File: src/rtl/sv39ptb_pkg.sv
// Shared constants, types and the sequencer microprogram for the Sv39 page table builder.
package sv39ptb_pkg;

    // Sizing of the table pool and of one request.
    localparam int POOL_PAGES    = 64;
    localparam int MAX_REQ_PAGES = 64;

    localparam int POOL_IDX_W  = $clog2(POOL_PAGES);
    localparam int NFT_W       = $clog2(POOL_PAGES + 1);
    localparam int PAGES_W     = $clog2(MAX_REQ_PAGES + 1);
    localparam int ENTRIES     = 512;
    localparam int IDX_W       = 9;
    localparam int STORE_DEPTH = POOL_PAGES * ENTRIES;
    localparam int STORE_AW    = POOL_IDX_W + IDX_W;

    // Field widths of the item ports.
    localparam int VPAGE_W = 27;
    localparam int PPN_W   = 44;
    localparam int SIZE_W  = 19;
    localparam int PERM_W  = 8;
    localparam int PTE_W   = 64;
    localparam int OPAGE_W = 6;

    // Page geometry. Level offsets are byte address bits minus the page offset.
    localparam int PAGE_BYTES = 'h1000;
    localparam int PAGE_SHIFT = 12;
    localparam int PAGE_MASK  = PAGE_BYTES - 1;
    localparam int VPN2_LSB   = 30 - PAGE_SHIFT;
    localparam int VPN1_LSB   = 21 - PAGE_SHIFT;
    localparam int PTE_PPN_LSB = 10;

    localparam logic [PPN_W-1:0] POOL_BASE_RESET = 44'd524288;

    typedef enum logic [1:0] {
        MS_WRITTEN  = 2'd0,
        MS_KEPT     = 2'd1,
        MS_NO_TABLE = 2'd2,
        MS_EMPTY    = 2'd3
    } t_map_status;

    typedef enum logic [1:0] {
        OP_NONE,
        OP_READ,
        OP_DESCEND,
        OP_LEAF
    } t_op;

    typedef enum logic [1:0] {
        A_L2,
        A_L1,
        A_L0
    } t_asel;

    typedef enum logic [1:0] {
        E_NONE,
        E_LEAF,
        E_FAIL,
        E_EMPTY
    } t_emit;

    typedef enum logic [2:0] {
        C_NONE,
        C_ALWAYS,
        C_NO_INPUT,
        C_EMPTY,
        C_FAIL,
        C_LAST
    } t_cond;

    typedef enum logic [3:0] {
        U_IDLE,
        U_CHECK,
        U_RD2,
        U_DESC2,
        U_RD1,
        U_DESC1,
        U_RD0,
        U_LEAF,
        U_EMIT,
        U_LOOP,
        U_FAIL,
        U_EMPTY
    } t_ustep;

    typedef struct packed {
        logic   accept;
        t_op    op;
        t_asel  asel;
        t_emit  emit;
        t_cond  cond;
        t_ustep target;
    } t_uword;

    // Status from the datapath back to the sequencer and the top level.
    typedef struct packed {
        logic clr_busy;
        logic empty;
        logic fail;
        logic last;
    } t_dp_stat;

    typedef struct packed {
        logic in_fire;
        logic empty;
        logic fail;
        logic last;
        logic out_free;
    } t_flags;

    typedef struct packed {
        logic [OPAGE_W-1:0] page;
        logic [IDX_W-1:0]   idx;
        logic [PTE_W-1:0]   pte;
        t_map_status        status;
        logic               last;
    } t_result;

    // Microprogram: one control word per step.
    function automatic t_uword ucode(t_ustep s);
        t_uword w;
        w = '{accept: 1'b0, op: OP_NONE, asel: A_L2, emit: E_NONE,
              cond: C_NONE, target: U_IDLE};
        unique case (s)
            U_IDLE: begin
                w.accept = 1'b1;
                w.cond   = C_NO_INPUT;
                w.target = U_IDLE;
            end
            U_CHECK: begin
                w.cond   = C_EMPTY;
                w.target = U_EMPTY;
            end
            U_RD2: begin
                w.op   = OP_READ;
                w.asel = A_L2;
            end
            U_DESC2: begin
                w.op     = OP_DESCEND;
                w.cond   = C_FAIL;
                w.target = U_FAIL;
            end
            U_RD1: begin
                w.op   = OP_READ;
                w.asel = A_L1;
            end
            U_DESC1: begin
                w.op     = OP_DESCEND;
                w.cond   = C_FAIL;
                w.target = U_FAIL;
            end
            U_RD0: begin
                w.op   = OP_READ;
                w.asel = A_L0;
            end
            U_LEAF: begin
                w.op = OP_LEAF;
            end
            U_EMIT: begin
                w.emit   = E_LEAF;
                w.cond   = C_LAST;
                w.target = U_IDLE;
            end
            U_LOOP: begin
                w.cond   = C_ALWAYS;
                w.target = U_RD2;
            end
            U_FAIL: begin
                w.emit   = E_FAIL;
                w.cond   = C_ALWAYS;
                w.target = U_IDLE;
            end
            U_EMPTY: begin
                w.emit   = E_EMPTY;
                w.cond   = C_ALWAYS;
                w.target = U_IDLE;
            end
            default: begin
                w.cond   = C_ALWAYS;
                w.target = U_IDLE;
            end
        endcase
        return w;
    endfunction

endpackage

File: src/rtl/sv39ptb_useq.sv
// Microcode sequencer: step counter, control word lookup and conditional jumps.
module sv39ptb_useq (
    input  logic                  i_clk,
    input  logic                  i_rst_n,
    input  sv39ptb_pkg::t_flags   i_flags,
    output sv39ptb_pkg::t_uword   o_uword,
    output logic                  o_go
);

    sv39ptb_pkg::t_ustep r_step;
    sv39ptb_pkg::t_ustep n_step;
    sv39ptb_pkg::t_uword uword;
    logic                cond_true;
    logic                go;

    always_ff @(posedge i_clk) begin
        if (!i_rst_n) begin
            r_step <= sv39ptb_pkg::U_IDLE;
        end else begin
            r_step <= n_step;
        end
    end

    always_comb begin
        uword = sv39ptb_pkg::ucode(r_step);

        unique case (uword.cond)
            sv39ptb_pkg::C_ALWAYS:   cond_true = 1'b1;
            sv39ptb_pkg::C_NO_INPUT: cond_true = !i_flags.in_fire;
            sv39ptb_pkg::C_EMPTY:    cond_true = i_flags.empty;
            sv39ptb_pkg::C_FAIL:     cond_true = i_flags.fail;
            sv39ptb_pkg::C_LAST:     cond_true = i_flags.last;
            default:                 cond_true = 1'b0;
        endcase

        // A step that hands over a result holds until the output register is free.
        go = !((uword.emit != sv39ptb_pkg::E_NONE) && !i_flags.out_free);

        if (!go) begin
            n_step = r_step;
        end else if (cond_true) begin
            n_step = uword.target;
        end else begin
            n_step = sv39ptb_pkg::t_ustep'(r_step + 4'd1);
        end
    end

    assign o_uword = uword;
    assign o_go    = go;

endmodule

File: config.mk
export PLATFORM = sky130hd
export DESIGN_NAME = sv39ptb_useq
export DESIGN_NICKNAME = d
export VERILOG_FILES = /design/src/rtl/sv39ptb_pkg.sv /design/src/rtl/sv39ptb_useq.sv
export SDC_FILE = /design/constraint.sdc
export NUM_CORES = 1
export LEC_CHECK = 0
export BUFFER_PORTS_ARGS = -buffer_cell sky130_fd_sc_hd__buf_2
export CAP_MARGIN = 20
export CORE_AREA = 2 2 39 41
export CTS_BUF_LIST = sky130_fd_sc_hd__clkbuf_16
export DETAILED_ROUTE_END_ITERATION = 12
export DIE_AREA = 0 0 41 43
export GPL_ROUTABILITY_DRIVEN = 0
export GPL_TIMING_DRIVEN = 0
export PLACE_DENSITY = 0.68
export RECOVER_POWER = 50
export SKIP_CTS_REPAIR_TIMING = 1
export SYNTH_ARGS = -nofsm -noshare
export SYNTH_HDL_FRONTEND = slang
export SYNTH_SLANG_ARGS = --single-unit
File: constraint.sdc
create_clock -name i_clk -period 3.9 [get_ports i_clk]
set_input_delay 0.975 -clock i_clk [delete_from_list [all_inputs] [get_ports i_clk]]
set_output_delay 0.975 -clock i_clk [all_outputs]
set_load 0.005 [all_outputs]
---- After elaboration in Yosys (flattened, before gate mapping) ----
Cells that the tools add are included.
word-level totals
  register bits after elaboration ......... 4
  latch bits .............................. 0
  bits in writable memories ............... 0
  bits in read-only memories .............. 0
  input port bits ......................... 7
  memories ................................ 0
cells by class
  add/subtract/negate cells ............... 1
  multipliers ............................. 0
  div/mod/pow operators ................... 0
  $lt $le $gt $ge ......................... 0
  equal/unequal tests ..................... 16
  shift-type cells ........................ 0
  mux-type cells .......................... 7
  bitwise logic cells ..................... 0
  reduce and logical (&&, ||, !) cells .... 9
operators by type and width
  operator             count
  $pmux 7 s6           1
  $eq 4x3->1 const B   4
  $eq 4x4->1 const B   4
  $pmux 2 s3           2
  $eq 4x2->1 const B   2
  $eq 3x2->1 const B   2
  $eq 3x3->1 const B   2
  $pmux 1 s5           1
  $add 4x1->4 const B  1
  $eq 4x1->1 const B   1
  $logic_not 4->1      1
  $mux 4               1
  $pmux 2 s2           1
  $reduce_or 4->1      1
  $eq 3x1->1 const B   1
  $logic_not 1->1      3
  $reduce_or 3->1      1
  $reduce_bool 2->1    1
  $reduce_or 2->1      1
  $logic_and 1x1->1    1
  $mux 1               1

---- Logic depth before layout (Yosys ltp) ----
Gate-level depths: netlist of run 1.
  depth after elaboration ................. 6
  mapped depth ............................ 8

---- Worst setup path after synthesis of run 1 ----
No wires, ideal clock.
  kind .................................... input to output
  start point ............................. in i_flags[0] (netlist name)
  end point ............................... out o_go
  arrival time ............................ 1,269 ps
  required time ........................... 2,925 ps
  slack ................................... 1,656 ps
  stages on the path ...................... 1
  buffers on the path ..................... 0
  cells stage by stage .................... a211o_1
between the ends
  cells in the longest elaborated chain, start to end .. 3
ends and longest elaborated chain
  element            line                text
  from (decl)        sv39ptb_useq.sv:5   input sv39ptb_pkg::t_flags i_flags,
  $logic_not 1->1    sv39ptb_useq.sv:37  go = !((uword.emit != sv39ptb_pkg::E_NONE) && !i_flags.out_free);
  $logic_and 1x1->1  sv39ptb_useq.sv:37
  $logic_not 1->1    sv39ptb_useq.sv:37
  to (decl)          sv39ptb_useq.sv:7   output logic o_go
Every way passes these cells.

==> summary.txt, run 1 <==
Layout
  • Multi-input gate area: between 300 and 400 um^2
  • Ant diodes: 0
  • Area Growth Syn to Fin: 35.3%
  • Biggest regs: r_step: 4 flops
  • Share of cells above drive strength 1: 26.8%
  • FF/Latch Area: 80.1 um^2
  • Layout fillers: 146
  • Nets@finish: 110
  • Largest register FFs: 4
  • Top reg by flops: r_step
  • Final cell count without fillers: between 100 and 150

Synthesis
  • Post-synth EDFFs: 0
  • Synth warn: 0
  • Gate Count Post-Synth: 74
  • Flops & latches, synth: 4
  • Seq/Total Area, Yosys: 15.2%
  • Post-Syn Nets: 85
  • Most common flop cell mapped by yosys: dfxtp_1
  • Mapped Area: 528 um^2
  • Cell variety after synth: 34
  • Synth async-reset ratio: 0%
  • Mapped Avg Cell Area: 7.14 um^2

Place
  • Inst Count DP: 110
  • DPL Wire Length: 968 um
  • IO buf count: 20

Clocking
  • Clock Path Buffers: 2
  • Clock root cell: clkbuf_16
  • TritonCTS clock tree: done
  • Clk_lat worst skew: 0.23 ns
  • CTS Sinks: 4
  • CTS Buf Count: 3
  • H-Tree Level Count: 1
  • Reg clk slew, reported paths: 0.03 ns

Timing
  • Final Slew Violations: 0
  • Unrepaired setup endpoints after global routing: false
  • Fin Clk Skew: 0.00360 ns
  • Max Freq: 0.380 GHz
  • Setup TNS: 0 ns
  • Final setup viols: 0
  • Period utilization: 67.5%
  • Post-layout min period: 2.63 ns
  • Final hold violations: 0

Critical path
  • Worst EP required: 2.92 ns
  • CP dominant cell by count: inv_1
  • Setup crit start: r_step[0]
  • Critical path's top delay family: flip-flops
  • CP Launch Type: flop
  • Critical Path AT: 1.66 ns
  • CP Capture Type: primary output
  • Reg-to-Reg Start: r_step[0]
  • Crit Path Class: flop to primary output
  • CP max-delay cell: dfxtp_1
  • Crit-path max cell delay: between 0.3 and 0.4 ns
  • Worst-path cell chain: inv_1, ha_1, nor4_2, nor3_1, inv_1, buf_2
  • Worst path bufs/invs: 3
  • Max FO, Critical Path: 6

Routing
  • Final ANT Viol Nets: 0
  • First-pass detailed-route iteration total: 4
  • Wirelength per Cell: approximately 11 um
  • Vias per inst: about 5.2
  • DR iter-0 viols: 10
  • # DRC: 0
  • Routed WL: 1300 um
  • Vias: 590

Power
  • Overall power: 0.565 mW
  • Power Density: roughly 790 nW/um^2
  • Worst vdd ir: 0.000511 V
  • Static Leak: between 0.3 and 0.4 nW

Die
  • Io pins: 22
  • Die Y: 43 um
  • Rows: 14
  • Die width: 41 um
  • Die Area: 1760 um^2
  • Core area: 1380 um^2
  • Initial Util: 38.2%

Worst hold path
  • Min-Delay Startpoint: r_step[1]
  • HP Class: flop to flop

GRT
  • First-pass GRT wire length: roughly 2000 um
  • Initial antenna violation count: 0
  • Pin count of the biggest net entering global routing: 11
  • Total global routing overflow: 0
  • Vias in the first global route: 464
  • All-layer global routing usage: 16.5%

Outcome
  • Outcome: finished, final reports clean

Job
  • Max Cap Violations: 0
metal layers:
metal	part of all wire [%]	GRT usage (%)
met1	49	23.2
met3	5.3	1.57
met2	44	24.1
met4	1.1	8.00
met5	0	0
worst reg2reg max path: stages, from the launching register on:
cell and delay [ns]:
dfxtp_1 0.39, inv_1 0.11, ha_1 0.30, nor2_1 0.29
o32ai_1 0.12, a221o_1 0.41, o21a_1 0.14, o311a_1 0.28
cell families after synthesis:
| family | Yosys count | share of synthesized area [%] |
|---|---|---|
| multiplexers | 2 | 3.79 |
| AND/OR/NAND/NOR | 27 | 27.0 |
| other | 1 | 0.710 |
| adder cells (fa/ha/maj) | 4 | 9.48 |
| AO/OA/AOI/OAI | 21 | 28.2 |
| XOR/XNOR | 1 | 1.66 |
| flip-flops | 4 | 15.2 |
| buffers and inverters | 14 | 14.0 |
worst paths after layout:
kind / endpoint / slack, ns / depth (start not counted)
max: o_uword[4] / 1.27 / 6
min: r_step[1] / 0.58 / 2
max reg2reg: r_step[3] / 1.75 / 7
min reg2reg: r_step[1] / 0.58 / 2
cell usage in the layout (no fill, tap or decap):
cell	instances
a211o_1	1
a21oi_1	4
a221o_1	1
a31oi_1	1
and3_1	3
buf_2	17
buf_4	1
buf_6	2
clkbuf_1	5
clkbuf_16	3
conb_1	1
dfxtp_1	4
ha_1	4
inv_1	8
inv_2	1
mux2i_1	2
nand2_1	2
nand2b_1	1
nand3_1	4
nand3b_1	1
nor2_1	8
nor2b_1	1
nor3_1	5
nor4_1	1
nor4_2	1
o211ai_1	3
o21a_1	1
o21ai_0	4
o21ai_2	1
o221ai_1	1
o2bb2ai_1	1
o311a_1	1
o31a_1	1
o32ai_1	1
xnor2_1	1
area by class of cell:
| cell class | count | share of cell area (%) |
|---|---|---|
| plain buffers | 5 | 5.43 |
| well taps | 16 | 2.80 |
| inverters | 9 | 4.73 |
| clock buffers | 3 | 10.5 |
| repair buffers | 20 | 13.3 |
| flip-flops and latches | 4 | 11.2 |
| multi-input cells | 56 | 52.0 |
synthesized netlist by cell type (all sizes together), types with 2 or more instances:
cell type / count / share of area, %
inv: 9 / 6.4
mux2i: 2 / 3.8
o211ai: 3 / 4.3
and3: 3 / 3.6
nor3: 5 / 4.7
buf: 5 / 7.6
nor4: 2 / 3.6
nand3: 4 / 3.8
ha: 4 / 9.5
dfxtp: 4 / 15
o21ai: 5 / 5.5
nor2: 8 / 6.2
a21oi: 4 / 3.8
nand2: 2 / 1.4
stage by stage:
step / cell area, um^2 / util (%) / setup WS, ns / hold WS [ns]
2_1_floorplan: 528 / - / 1.66 / 0.538
5_1_grt: 714 / 51.6 / 1.14 / 0.627
3_5_place_dp: 648 / 46.8 / 1.36 / 0.584
3_3_place_gp: 648 / 46.8 / 1.36 / 0.564
4_1_cts: 723 / 52.3 / 1.26 / 0.589
6_report: 714 / 51.6 / 1.27 / 0.585
power breakdown:
| group | internal (mW) | switching, mW |
|---|---|---|
| Combinational | 0.149 | 0.185 |
| Clock | 0.131 | 0.0296 |
| Sequential | 0.0538 | 0.0159 |
| Total | 0.334 | 0.231 |
(Power assumes the default switching activity.)
==> run 2, diff against run 1 <==
- clock period: 3.9 -> 2.7 ns (I/O delays scaled with it)
==> run 2 against run 1 <==
Wire length about the same; design area unchanged; die area unchanged; count of clock-buffer cells in the layout unchanged; critical path depth unchanged; critical endpoint unchanged.
==> summary.txt, run 2 (synthesized netlist as in run 1, its figures left out) <==
Outcome
  • Outcome: finished, final reports clean

Die
  • Initial Util: 38.2%
  • Die Y: around 43 um
  • Die width: about 40 um
  • Rows: 14
  • Core area: 1380 um^2
  • Io pins: 22
  • Die Area: between 1500 and 2000 um^2

Clocking
  • TritonCTS clock tree: done
  • H-Tree Level Count: 1
  • Clock root cell: clkbuf_16
  • Reg clk slew, reported paths: 0.03 ns
  • Clk_lat worst skew: 0.23 ns
  • CTS Buf Count: 3
  • CTS Sinks: 4
  • Clock Path Buffers: 2

Place
  • Dpl cell area: 648 um^2
  • Inst Count DP: 110
  • IO buf count: 20
  • Worst slack, placed: approximately 0.61 ns
  • DPL Wire Length: 968 um

Timing
  • Fin Clk Skew: 0.00360 ns
  • PnR worst setup slack: approximately 0.37 ns
  • Final Slew Violations: 0
  • Final hold violations: 0
  • Max Freq: 0.428 GHz
  • Unrepaired setup endpoints after global routing: false
  • Setup TNS: 0 ns
  • Post-layout min period: 2.33 ns
  • Final setup viols: 0
  • Period utilization: 86.5%

Routing
  • Routed WL: 1290 um
  • Final ANT Viol Nets: 0
  • # DRC: 0
  • DR iter-0 viols: 10
  • Vias per inst: about 5.2
  • Wirelength per Cell: 11.5 um
  • Vias: between 500 and 600
  • First-pass detailed-route iteration total: 4

Worst hold path
  • Cells on Worst Hold Path: 2
  • Min-Delay Startpoint: r_step[1]
  • Hold endpoint: r_step[1]
  • HP Class: flop to flop

Critical path
  • CP Capture Type: primary output
  • Reg-to-Reg Start: r_step[0]
  • R2R setup slack: 0.55 ns
  • Worst reg2reg endpoint: r_step[3]
  • Max FO, Critical Path: 6
  • Setup crit start: r_step[0]
  • Critical Path AT: 1.66 ns
  • Crit Path Class: flop to primary output
  • Worst R2R Path Depth: 7
  • Worst EP required: between 2 and 2.5 ns
  • CP Launch Type: flop

GRT
  • Total global routing overflow: 0
  • All-layer global routing usage: between 10% and 20%
  • First-pass GRT wire length: 1990 um
  • Pin count of the biggest net entering global routing: 11
  • Initial antenna violation count: 0
  • Vias in the first global route: 464

Power
  • Clock share of power: 28.4%
  • Power Density: between 1000 and 1500 nW/um^2
  • Switching share of power: 40.9%
  • Comb power frac: 59.2%
  • Static Leak: 0.332 nW
  • Register share of total power: ~12%
  • NetSw: 0.334 mW
  • Worst vdd ir: 0.000739 V
  • P_int: around 0.48 mW

Layout
  • Fin util: 51.6%
  • Share of cells above drive strength 1: 26.8%
  • Layout fillers: 146
  • Commonest cells after routing, fill and taps aside: buf_2 (16), inv_1 (8), nor2_1 (8)
  • Design area: 714 um^2
  • Nets@finish: 110
  • Biggest regs: r_step: 4 flops
  • Commonest non-fill, non-tap cell in the layout: buf_2
  • Largest register FFs: 4
  • Ant diodes: 0
  • Final cell count without fillers: between 100 and 150
  • Top reg by flops: r_step
  • Area Growth Syn to Fin: 35.3%

Job
  • Max Cap Violations: 0
==> run 2: critical path: stages, from the launching register on <==
cell and delay (ns):
dfxtp_1 0.39, inv_1 0.10, ha_1 0.30, nor4_2 0.27
nor3_1 0.10, inv_1 0.13, buf_2 0.13
==> run 2: per-layer routing <==
metal	up-vias	routed length, um	track usage [%]
met3	2	69	1.57
li1	314	-	-
met2	19	570	24.1
met4	0	14	8.00
met1	255	639	23.2
met5	-	0	0
==> run 2: worst max path at each step <==
stage / endpoint
2_1_floorplan: r_step[3]
3_3_place_gp: o_uword[4]
3_5_place_dp: o_uword[4]
4_1_cts: o_uword[4]
5_1_grt: o_uword[4]
6_report: o_uword[4]
==> run 2: power groups by stage <==
stage	Combinational, mW	Clock [mW]	Sequential [mW]
2_1_floorplan	0.356	0	0.0954
3_3_place_gp	0.486	0	0.101
3_5_place_dp	0.485	0	0.101
4_1_cts	0.490	0.237	0.100
5_1_grt	0.542	0.241	0.104
6_report	0.483	0.232	0.101
==> run 2: area by class of cell <==
type | instances | area (um^2) | area share (%)
inverters | 9 | 33.8 | 4.73
well taps | 16 | 20.0 | 2.80
plain buffers | 5 | 38.8 | 5.43
repair buffers | 20 | 95.1 | 13.3
flip-flops and latches | 4 | 80.1 | 11.2
multi-input cells | 56 | 372 | 52.0
clock buffers | 3 | 75.1 | 10.5
==> run 2: per-stage QoR <==
step,power (mW),hold slack [ns]
floorplan,0.451,0.538
global placement,0.588,0.564
detailed placement,0.587,0.584
CTS,0.827,0.589
global route,0.888,0.627
finish,0.816,0.585
